**src/design/wamm_pkg.sv**
```systemverilog
// shared constants, field widths, controller state type and sample clamp
// function for the windowed average / min-max tracker; no dependencies
package wamm_pkg;

    localparam int SAMPLE_W       = 7;
    localparam int HELD_W         = 4;
    localparam int SAMPLE_MAX     = 100;
    localparam int WINDOW_DEFAULT = 10;

    localparam logic [SAMPLE_W-1:0] SAMPLE_CAP = SAMPLE_W'(SAMPLE_MAX);
    localparam logic [SAMPLE_W-1:0] LOW_RESET  = SAMPLE_W'(SAMPLE_MAX + 1);

    typedef enum logic [1:0] {
        ST_IDLE,
        ST_READ,
        ST_DIV,
        ST_DONE
    } state_t;

    function automatic logic [SAMPLE_W-1:0] clamp_sample(input logic [SAMPLE_W-1:0] v);
        clamp_sample = (v > SAMPLE_CAP) ? SAMPLE_CAP : v;
    endfunction

endpackage

```
**src/design/windowed_average_min_max_tracker_unit.sv**
```systemverilog
// top level: windowed temperature/humidity average with lifetime extremes
// depends on wamm_pkg, wamm_ram, wamm_div
//
// usage
//   input channel s_*: one temperature and one humidity sample per transfer,
//   each saturated to 100 before use. result channel m_*: one transfer per
//   input transfer, in order, carrying the floor of each window mean, the
//   lifetime min/max of both channels and the fill count of the window
//   timing
//   an item is taken in ST_IDLE only, so one item is in work at a time. the
//   window slot is read from the ram in the cycle after the transfer, and in that
//   same cycle sums, extremes and the ram write update while the serial
//   divider starts. the divider gives one quotient bit per cycle over
//   SUM_W bits (SUM_W = clog2(WINDOW*100+1), 10 for WINDOW = 10)
//   reset
//   sums, count and slot clear, minima go to 101 and maxima to 0, m_valid
//   drops. window contents are not cleared: a slot's old value is only used once written
//   stall
//   the result register holds while m_ready is low; the next input item is
//   still taken and worked on, and waits in ST_DONE until the register frees
module windowed_average_min_max_tracker_unit #(
    parameter int WINDOW = wamm_pkg::WINDOW_DEFAULT
) (
    input  logic                          aclk,
    input  logic                          aresetn,
    input  logic                          s_valid,
    output logic                          s_ready,
    input  logic [wamm_pkg::SAMPLE_W-1:0] s_temp_sample,
    input  logic [wamm_pkg::SAMPLE_W-1:0] s_hum_sample,
    output logic                          m_valid,
    input  logic                          m_ready,
    output logic [wamm_pkg::SAMPLE_W-1:0] m_temp_avg,
    output logic [wamm_pkg::SAMPLE_W-1:0] m_hum_avg,
    output logic [wamm_pkg::SAMPLE_W-1:0] m_temp_min,
    output logic [wamm_pkg::SAMPLE_W-1:0] m_temp_max,
    output logic [wamm_pkg::SAMPLE_W-1:0] m_hum_min,
    output logic [wamm_pkg::SAMPLE_W-1:0] m_hum_max,
    output logic [wamm_pkg::HELD_W-1:0]   m_samples_held
);

    localparam int SW    = wamm_pkg::SAMPLE_W;
    localparam int SUM_W = $clog2(WINDOW * wamm_pkg::SAMPLE_MAX + 1);
    localparam int CNT_W = $clog2(WINDOW + 1);
    localparam int AW    = (WINDOW > 1) ? $clog2(WINDOW) : 1;

    localparam logic [CNT_W-1:0] FULL_COUNT = CNT_W'(WINDOW);
    localparam logic [AW:0]      LAST_SLOT  = (AW + 1)'(WINDOW - 1);

    wamm_pkg::state_t state_reg, state_next;

    // control decode
    logic s_xfer, m_xfer, ram_we, div_start, load_out;
    logic div_done;

    // item registers
    logic [SW-1:0]    temp_in_reg, hum_in_reg;
    logic [AW-1:0]    slot_reg, slot_next;
    logic [CNT_W-1:0] held_reg, held_next;
    logic [SUM_W-1:0] temp_sum_reg, temp_sum_next, hum_sum_reg, hum_sum_next;
    logic [SW-1:0]    temp_low_reg, temp_low_next, temp_high_reg, temp_high_next;
    logic [SW-1:0]    hum_low_reg, hum_low_next, hum_high_reg, hum_high_next;
    logic             full;

    // window ram, temperature in the upper half of each word
    logic [2*SW-1:0]  ram_rdata;
    logic [SW-1:0]    temp_old, hum_old;

    // divider results
    logic [SUM_W-1:0] temp_quot, hum_quot;

    // result register
    logic             m_valid_reg;
    logic [SW-1:0]    temp_avg_reg, hum_avg_reg;
    logic [SW-1:0]    temp_min_reg, temp_max_reg, hum_min_reg, hum_max_reg;
    logic [wamm_pkg::HELD_W-1:0] held_out_reg;
    logic [CNT_W+wamm_pkg::HELD_W-1:0] held_ext;

    assign s_xfer = s_valid && s_ready;
    assign m_xfer = m_valid_reg && m_ready;

    // next state
    always_comb begin
        state_next = state_reg;
        unique case (state_reg)
            wamm_pkg::ST_IDLE: if (s_valid) state_next = wamm_pkg::ST_READ;
            wamm_pkg::ST_READ: state_next = wamm_pkg::ST_DIV;
            wamm_pkg::ST_DIV:  if (div_done) state_next = wamm_pkg::ST_DONE;
            wamm_pkg::ST_DONE: if (!m_valid_reg || m_ready) state_next = wamm_pkg::ST_IDLE;
            default:           state_next = wamm_pkg::ST_IDLE;
        endcase
    end

    // state outputs
    always_comb begin
        s_ready   = 1'b0;
        ram_we    = 1'b0;
        div_start = 1'b0;
        load_out  = 1'b0;
        unique case (state_reg)
            wamm_pkg::ST_IDLE: s_ready = 1'b1;
            wamm_pkg::ST_READ: begin
                ram_we    = 1'b1;
                div_start = 1'b1;
            end
            wamm_pkg::ST_DIV:  ;
            wamm_pkg::ST_DONE: load_out = !m_valid_reg || m_ready;
            default:           ;
        endcase
    end

    always_ff @(posedge aclk) begin
        if (!aresetn) begin
            state_reg <= wamm_pkg::ST_IDLE;
        end else begin
            state_reg <= state_next;
        end
    end

    // once the window is full, the oldest pair sits in the slot about to be overwritten
    wamm_ram #(
        .WIDTH (2 * SW),
        .DEPTH (WINDOW)
    ) u_window (
        .aclk  (aclk),
        .we    (ram_we),
        .waddr (slot_reg),
        .wdata ({temp_in_reg, hum_in_reg}),
        .raddr (slot_reg),
        .rdata (ram_rdata)
    );

    assign temp_old = ram_rdata[2*SW-1:SW];
    assign hum_old  = ram_rdata[SW-1:0];
    assign full     = (held_reg == FULL_COUNT);

    // window and extreme update, used in ST_READ
    always_comb begin
        held_next     = full ? held_reg : held_reg + 1'b1;
        slot_next     = ({1'b0, slot_reg} == LAST_SLOT) ? '0 : slot_reg + 1'b1;
        temp_sum_next = temp_sum_reg - (full ? SUM_W'(temp_old) : '0) + SUM_W'(temp_in_reg);
        hum_sum_next  = hum_sum_reg - (full ? SUM_W'(hum_old) : '0) + SUM_W'(hum_in_reg);
        temp_low_next  = (temp_in_reg < temp_low_reg)  ? temp_in_reg : temp_low_reg;
        temp_high_next = (temp_in_reg > temp_high_reg) ? temp_in_reg : temp_high_reg;
        hum_low_next   = (hum_in_reg < hum_low_reg)    ? hum_in_reg  : hum_low_reg;
        hum_high_next  = (hum_in_reg > hum_high_reg)   ? hum_in_reg  : hum_high_reg;
    end

    always_ff @(posedge aclk) begin
        if (!aresetn) begin
            slot_reg      <= '0;
            held_reg      <= '0;
            temp_sum_reg  <= '0;
            hum_sum_reg   <= '0;
            temp_low_reg  <= wamm_pkg::LOW_RESET;
            temp_high_reg <= '0;
            hum_low_reg   <= wamm_pkg::LOW_RESET;
            hum_high_reg  <= '0;
        end else if (ram_we) begin
            slot_reg      <= slot_next;
            held_reg      <= held_next;
            temp_sum_reg  <= temp_sum_next;
            hum_sum_reg   <= hum_sum_next;
            temp_low_reg  <= temp_low_next;
            temp_high_reg <= temp_high_next;
            hum_low_reg   <= hum_low_next;
            hum_high_reg  <= hum_high_next;
        end
        // saturate on the way in
        if (s_xfer) begin
            temp_in_reg <= wamm_pkg::clamp_sample(s_temp_sample);
            hum_in_reg  <= wamm_pkg::clamp_sample(s_hum_sample);
        end
    end

    // both means share the divisor, so one serial unit does both
    wamm_div #(
        .SUM_W (SUM_W),
        .CNT_W (CNT_W)
    ) u_div (
        .aclk       (aclk),
        .aresetn    (aresetn),
        .start      (div_start),
        .dividend_a (temp_sum_next),
        .dividend_b (hum_sum_next),
        .divisor    (held_next),
        .done       (div_done),
        .quotient_a (temp_quot),
        .quotient_b (hum_quot)
    );

    // count output carries the low bits only
    assign held_ext = {{wamm_pkg::HELD_W{1'b0}}, held_reg};

    always_ff @(posedge aclk) begin
        if (!aresetn) begin
            m_valid_reg <= 1'b0;
        end else if (load_out) begin
            m_valid_reg <= 1'b1;
        end else if (m_xfer) begin
            m_valid_reg <= 1'b0;
        end
        if (load_out) begin
            temp_avg_reg <= temp_quot[SW-1:0];
            hum_avg_reg  <= hum_quot[SW-1:0];
            temp_min_reg <= temp_low_reg;
            temp_max_reg <= temp_high_reg;
            hum_min_reg  <= hum_low_reg;
            hum_max_reg  <= hum_high_reg;
            held_out_reg <= held_ext[wamm_pkg::HELD_W-1:0];
        end
    end

    assign m_valid        = m_valid_reg;
    assign m_temp_avg     = temp_avg_reg;
    assign m_hum_avg      = hum_avg_reg;
    assign m_temp_min     = temp_min_reg;
    assign m_temp_max     = temp_max_reg;
    assign m_hum_min      = hum_min_reg;
    assign m_hum_max      = hum_max_reg;
    assign m_samples_held = held_out_reg;

endmodule

```
**src/design/wamm_ram.sv**
```systemverilog
// generic single write port ram with registered read
// no dependencies
module wamm_ram #(
    parameter int WIDTH = 8,
    parameter int DEPTH = 16,
    localparam int AW   = (DEPTH > 1) ? $clog2(DEPTH) : 1
) (
    input  logic             aclk,
    input  logic             we,
    input  logic [AW-1:0]    waddr,
    input  logic [WIDTH-1:0] wdata,
    input  logic [AW-1:0]    raddr,
    output logic [WIDTH-1:0] rdata
);

    logic [WIDTH-1:0] mem [DEPTH];
    logic [WIDTH-1:0] rdata_reg;

    always_ff @(posedge aclk) begin
        if (we) begin
            mem[waddr] <= wdata;
        end
        rdata_reg <= mem[raddr];
    end

    assign rdata = rdata_reg;

endmodule

```
**src/design/wamm_div.sv**
```systemverilog
// bit-serial restoring divider, two dividends over one shared divisor,
// one quotient bit per cycle; no dependencies
module wamm_div #(
    parameter int SUM_W = 10,
    parameter int CNT_W = 4,
    localparam int NW   = $clog2(SUM_W + 1)
) (
    input  logic             aclk,
    input  logic             aresetn,
    input  logic             start,
    input  logic [SUM_W-1:0] dividend_a,
    input  logic [SUM_W-1:0] dividend_b,
    input  logic [CNT_W-1:0] divisor,
    output logic             done,
    output logic [SUM_W-1:0] quotient_a,
    output logic [SUM_W-1:0] quotient_b
);

    logic             busy_reg, busy_next;
    logic [NW-1:0]    count_reg, count_next;
    logic [CNT_W-1:0] divisor_reg;
    logic [SUM_W-1:0] shift_a_reg, shift_a_next, shift_b_reg, shift_b_next;
    logic [CNT_W-1:0] rem_a_reg, rem_a_next, rem_b_reg, rem_b_next;
    logic [CNT_W:0]   trial_a, trial_b, dvs;
    logic             ge_a, ge_b;

    // shift the next dividend bit into each partial remainder
    assign trial_a = {rem_a_reg, shift_a_reg[SUM_W-1]};
    assign trial_b = {rem_b_reg, shift_b_reg[SUM_W-1]};
    assign dvs     = {1'b0, divisor_reg};
    assign ge_a    = trial_a >= dvs;
    assign ge_b    = trial_b >= dvs;

    always_comb begin
        busy_next    = busy_reg;
        count_next   = count_reg;
        shift_a_next = shift_a_reg;
        shift_b_next = shift_b_reg;
        rem_a_next   = rem_a_reg;
        rem_b_next   = rem_b_reg;
        if (start) begin
            busy_next    = 1'b1;
            count_next   = NW'(SUM_W);
            shift_a_next = dividend_a;
            shift_b_next = dividend_b;
            rem_a_next   = '0;
            rem_b_next   = '0;
        end else if (busy_reg) begin
            count_next   = count_reg - 1'b1;
            busy_next    = (count_reg != NW'(1));
            shift_a_next = {shift_a_reg[SUM_W-2:0], ge_a};
            shift_b_next = {shift_b_reg[SUM_W-2:0], ge_b};
            rem_a_next   = ge_a ? CNT_W'(trial_a - dvs) : trial_a[CNT_W-1:0];
            rem_b_next   = ge_b ? CNT_W'(trial_b - dvs) : trial_b[CNT_W-1:0];
        end
    end

    always_ff @(posedge aclk) begin
        if (!aresetn) begin
            busy_reg  <= 1'b0;
            count_reg <= '0;
        end else begin
            busy_reg  <= busy_next;
            count_reg <= count_next;
        end
        if (start) begin
            divisor_reg <= divisor;
        end
        shift_a_reg <= shift_a_next;
        shift_b_reg <= shift_b_next;
        rem_a_reg   <= rem_a_next;
        rem_b_reg   <= rem_b_next;
    end

    // last step completes at this edge
    assign done       = busy_reg && (count_reg == NW'(1));
    assign quotient_a = shift_a_reg;
    assign quotient_b = shift_b_reg;

endmodule

```
**config.mk**
```make
export PLATFORM = sky130hd
export DESIGN_NAME = windowed_average_min_max_tracker_unit
export DESIGN_NICKNAME = d
export VERILOG_FILES = /design/src/design/wamm_pkg.sv /design/src/design/windowed_average_min_max_tracker_unit.sv /design/src/design/wamm_ram.sv /design/src/design/wamm_div.sv
export SDC_FILE = /design/constraint.sdc
export NUM_CORES = 1
export LEC_CHECK = 0
export BUFFER_PORTS_ARGS = -buffer_cell sky130_fd_sc_hd__clkbuf_2
export CAP_MARGIN = 40
export CORE_MARGIN = 2
export CORE_UTILIZATION = 40
export CTS_CLUSTER_DIAMETER = 30
export DETAILED_ROUTE_END_ITERATION = 10
export GPL_ROUTABILITY_DRIVEN = 0
export PLACE_DENSITY = 0.66
export SETUP_SLACK_MARGIN = 0.5
export SYNTH_ARGS = -nofsm -noshare
export SYNTH_HDL_FRONTEND = slang
export SYNTH_HIERARCHICAL = 1
export SYNTH_SLANG_ARGS = --single-unit
```
**constraint.sdc**
```tcl
create_clock -name aclk -period 4 [get_ports aclk]
set_clock_uncertainty 0.05 [all_clocks]
set_input_delay 0.6 -clock aclk [delete_from_list [all_inputs] [get_ports aclk]]
set_output_delay 0.6 -clock aclk [all_outputs]
set_load 0.02 [all_outputs]
```
==> results.py <==
metrics = {
    "outcome": {
        "outcome": "finished, final reports clean",
    },
    "critical_path": {
        "crit_end": "u_div/quotient_a[8]",
        "cp_data_required_time_ns": 4.27,
        "crit_arrival_ns": 3.66,
        "cp_top_family": "adder cells",
        "r2r_setup_slack_ns": 0.61,
        "cp_num_cells": 15,
        "worst-r2r-cell-count": 15,
        "start_kind": "flop",
        "crit_fanout": 15,
        "cp_cell_sequence": "inv_1, ha_1, nand2_2, nor2_4, buf_8, and2_1, fa_1, inv_1, ha_4, nor2b_2, o31a_1, o2111ai_2, nand2_1, xor2_1, mux2_2",
        "slowest_stage": "fa_1",
        "crit_buf_inv": 3,
        "cp_common_cell": "inv_1",
        "endpoint_kind": "flop",
        "setup.worst_path.start": "held_reg[0]",
        "r2r_start": "held_reg[0]",
        "cpPeakStageDelay_ns": 0.48,
        "r2r-end": "u_div/quotient_a[8]",
        "critical_path_class": "reg2reg",
    },
    "grt": {
        "grt_use_total_pct": 16.7,
        "antenna_found_initial": 0,
        "grt.overflow.total": 0,
        "grt_max_degree": 64,
        "grt_first_pass_wirelength_um": 50000,
        "grt_pass1_vias": 9357,
    },
    "detailed_routing": {
        "dr.pass1.iters": 5,
        "wl_per_cell_um": 18.1,
        "antenna_left": 0,
        "wl_um": 31800,
        "via_per_inst": 5.25,
        "route.detailed.drc": 0,
        "first_iter_violations": 641,
        "vias": 9212,
    },
    "cells_and_area": {
        "drive_above_1_share_pct": 23.6,
        "fill_cells": 3010,
        "multi_input_area_mm2": 0.00548,
        "fin_nets": 1339,
        "final-seq-area_mm2": 0.00845,
        "diodes": 0,
        "fin_cells": 1756,
        "largest_register_ffs": 140,
        "area_growth_pct": 23.2,
    },
    "power": {
        "swShare_pct": 33.1,
        "power_frac_comb_pct": 33.7,
        "vdd_drop_max_uv": 457,
        "internal_power_w": 0.0101,
        "switching_power_w": 0.00496,
        "clockPowerShare_pct": 33.9,
        "powerDensity_mw_per_mm2": 847,
        "seqPwrFrac_pct": 32.4,
        "p_leak_nw": 6.60,
    },
    "cts": {
        "cts_tree": "built",
        "worstSkewPairLatency_ns": 0.59,
        "clockBufferDepth": 3,
        "cts.sinks": 310,
        "cts_buffers": 60,
        "htree_levels": 2,
        "root_buffer": "clkbuf_16",
        "clk_pin_slew_ns": 0.05,
    },
    "timing": {
        "fin_ws_ns": 0.612,
        "maxSlewHeadroom_pct": 37.1,
        "hold-worst-slack_ns": 0.158,
        "period_share_pct": 84.7,
        "setup_viol": 0,
        "grt_setup_unrepaired": "true",
        "tightest_slew_ns": 0.940,
        "fmax_ghz": 0.295,
        "setup_tns_ns": 0,
        "drv_slew": 0,
        "hold_viol": 0,
        "layout_min_cycle_time_ns": 3.39,
    },
    "min_path": {
        "hp-class": "in2reg",
        "min_from": "s_hum_sample[6]",
    },
    "placement": {
        "hpwlAfterDp_um": 20500,
        "dp_cells": 1637,
        "io_buffers": 65,
        "post-place-ws_ns": 0.360,
    },
    "yosys": {
        "yosys_warnings": 6,
        "synth-main-ff-cell": "edfxtp_1",
        "synth_nets": 1218,
        "synth_common_cells": "edfxtp_1, inv_1, dfxtp_1",
        "synth_area_leader_cell": "edfxtp_1",
        "synth_top_area_share_pct": 46.8,
        "yosysMostFrequentCell": "edfxtp_1",
        "ys_top_cells_by_area": "edfxtp_1, dfxtp_1, ha_1, mux2i_1, mux2_2",
        "avgSynthCellArea_um2": 12.8,
        "synthCells": 1122,
        "ys_async_sr_fraction_pct": 0,
        "synth-seq-cells": 310,
        "ys_seq_area_share_pct": 58.7,
        "synth_cell_types": 69,
        "synth_edf_count": 224,
        "synthesis.area_mm2": 0.0144,
    },
    "floorplan": {
        "rows": 69,
        "coreArea_mm2": 0.0355,
        "dieArea_mm2": 0.0375,
        "die_y_um": 194,
        "boundaryPins": 66,
        "initial_core_util_pct": 40.5,
        "die_width_um": 194,
    },
    "flow_run": {
        "drv_cap": 0,
    },
}
[logic make-up after synthesis]
group,Yosys count,synth area share (%)
mux,113,8.41
compound gates,191,10.2
flops,310,58.7
fa+ha+maj,78,7.62
buf+inv,159,4.57
xor+xnor,26,1.68
simple gates,245,8.79
[routing by layer]
layer | vias up | wire length (um) | global-route usage (%)
met5 | - | 0 | 0
met4 | 0 | 643 | 5.97
met3 | 55 | 1470 | 3.11
met2 | 237 | 14700 | 26.5
met1 | 4547 | 15000 | 23.1
li1 | 4373 | - | -
[worst min path at each step]
| stage | to | slack [ns] | cells past startpoint |
|---|---|---|---|
| floorplan | u_div/rem_a_reg[3] | 0.37 | 2 |
| global placement | m_temp_avg[3] | 0.38 | 0 |
| detailed placement | m_temp_avg[4] | 0.38 | 0 |
| CTS | hum_in_reg[6] | 0.13 | 1 |
| global route | hum_in_reg[6] | 0.14 | 1 |
| finish | hum_in_reg[6] | 0.16 | 1 |
[layout by cell type (no fill, tap or decap), drive strengths merged, types with 9 or more instances in the layout]
| cell | netlist | final |
|---|---|---|
| and2 | 22 | 22 |
| buf | 20 | 44 |
| ha | 62 | 62 |
| o311ai | 14 | 14 |
| nor3 | 9 | 9 |
| clkinv | 0 | 22 |
| clkbuf | 30 | 139 |
| xnor2 | 17 | 17 |
| bufinv | 0 | 9 |
| nor2 | 52 | 52 |
| o21ai | 34 | 34 |
| nand2 | 64 | 64 |
| a21oi | 28 | 28 |
| dfxtp | 86 | 86 |
| o22ai | 14 | 14 |
| clkinvlp | 0 | 9 |
| mux2 | 63 | 63 |
| nand4 | 13 | 13 |
| nand2b | 9 | 9 |
| nor2b | 18 | 18 |
| o21a | 11 | 11 |
| edfxtp | 224 | 224 |
| fa | 16 | 16 |
| nand3 | 22 | 22 |
| mux2i | 50 | 50 |
| inv | 109 | 109 |
| o31ai | 14 | 14 |
| a22o | 14 | 14 |
[metrics by stage]
step / power [W] / instance area (um2) / util [%]
after global placement: 0.00945 / 15300 / 43.2
after CTS: 0.0148 / 17500 / 49.4
after floorplan: 0.00838 / 14400 / -
after global routing: 0.0159 / 17700 / 49.9
final: 0.0150 / 17700 / 49.9
after detailed placement: 0.00959 / 15400 / 43.4
[power groups by stage]
stage               registers (W)  clock network [W]  logic [W]
finish                    0.00486            0.00509    0.00506
global route              0.00495            0.00534    0.00561
CTS                       0.00487            0.00518    0.00475
detailed placement        0.00491                  0    0.00468
global placement          0.00490                  0    0.00454
floorplan                 0.00475                  0    0.00363
[layout make-up]
| class | instances | share of cell area, % |
|---|---|---|
| Sequential cell | 310 | 47.7 |
| Multi-Input combinational cell | 653 | 30.9 |
| Clock buffer | 74 | 9.12 |
| Timing Repair Buffer | 109 | 3.83 |
| Tap cell | 461 | 3.26 |
| Clock inverter | 40 | 2.85 |
| Inverter | 109 | 2.32 |
[worst register-to-register path, cell delays in order, from the launching register on]
cell and delay, ns:
dfxtp_1 0.32, inv_1 0.05, ha_1 0.20, nand2_2 0.09, nor2_4 0.06, buf_8 0.16, and2_1 0.17, fa_1 0.48
inv_1 0.06, ha_4 0.25, nor2b_2 0.16, o31a_1 0.32, o2111ai_2 0.26, nand2_1 0.09, xor2_1 0.14, mux2_2 0.27
[what timing repair did]
action | 4_1_cts | 5_1_grt
pin swaps | 1 | 13
endpoints found under the setup margin | 9 | 12
hold buffers | 0 | 0
resized for setup | 4 | 29
setup buffers | 1 | 4
No activity file was read; power rests on OpenSTA's default activity.
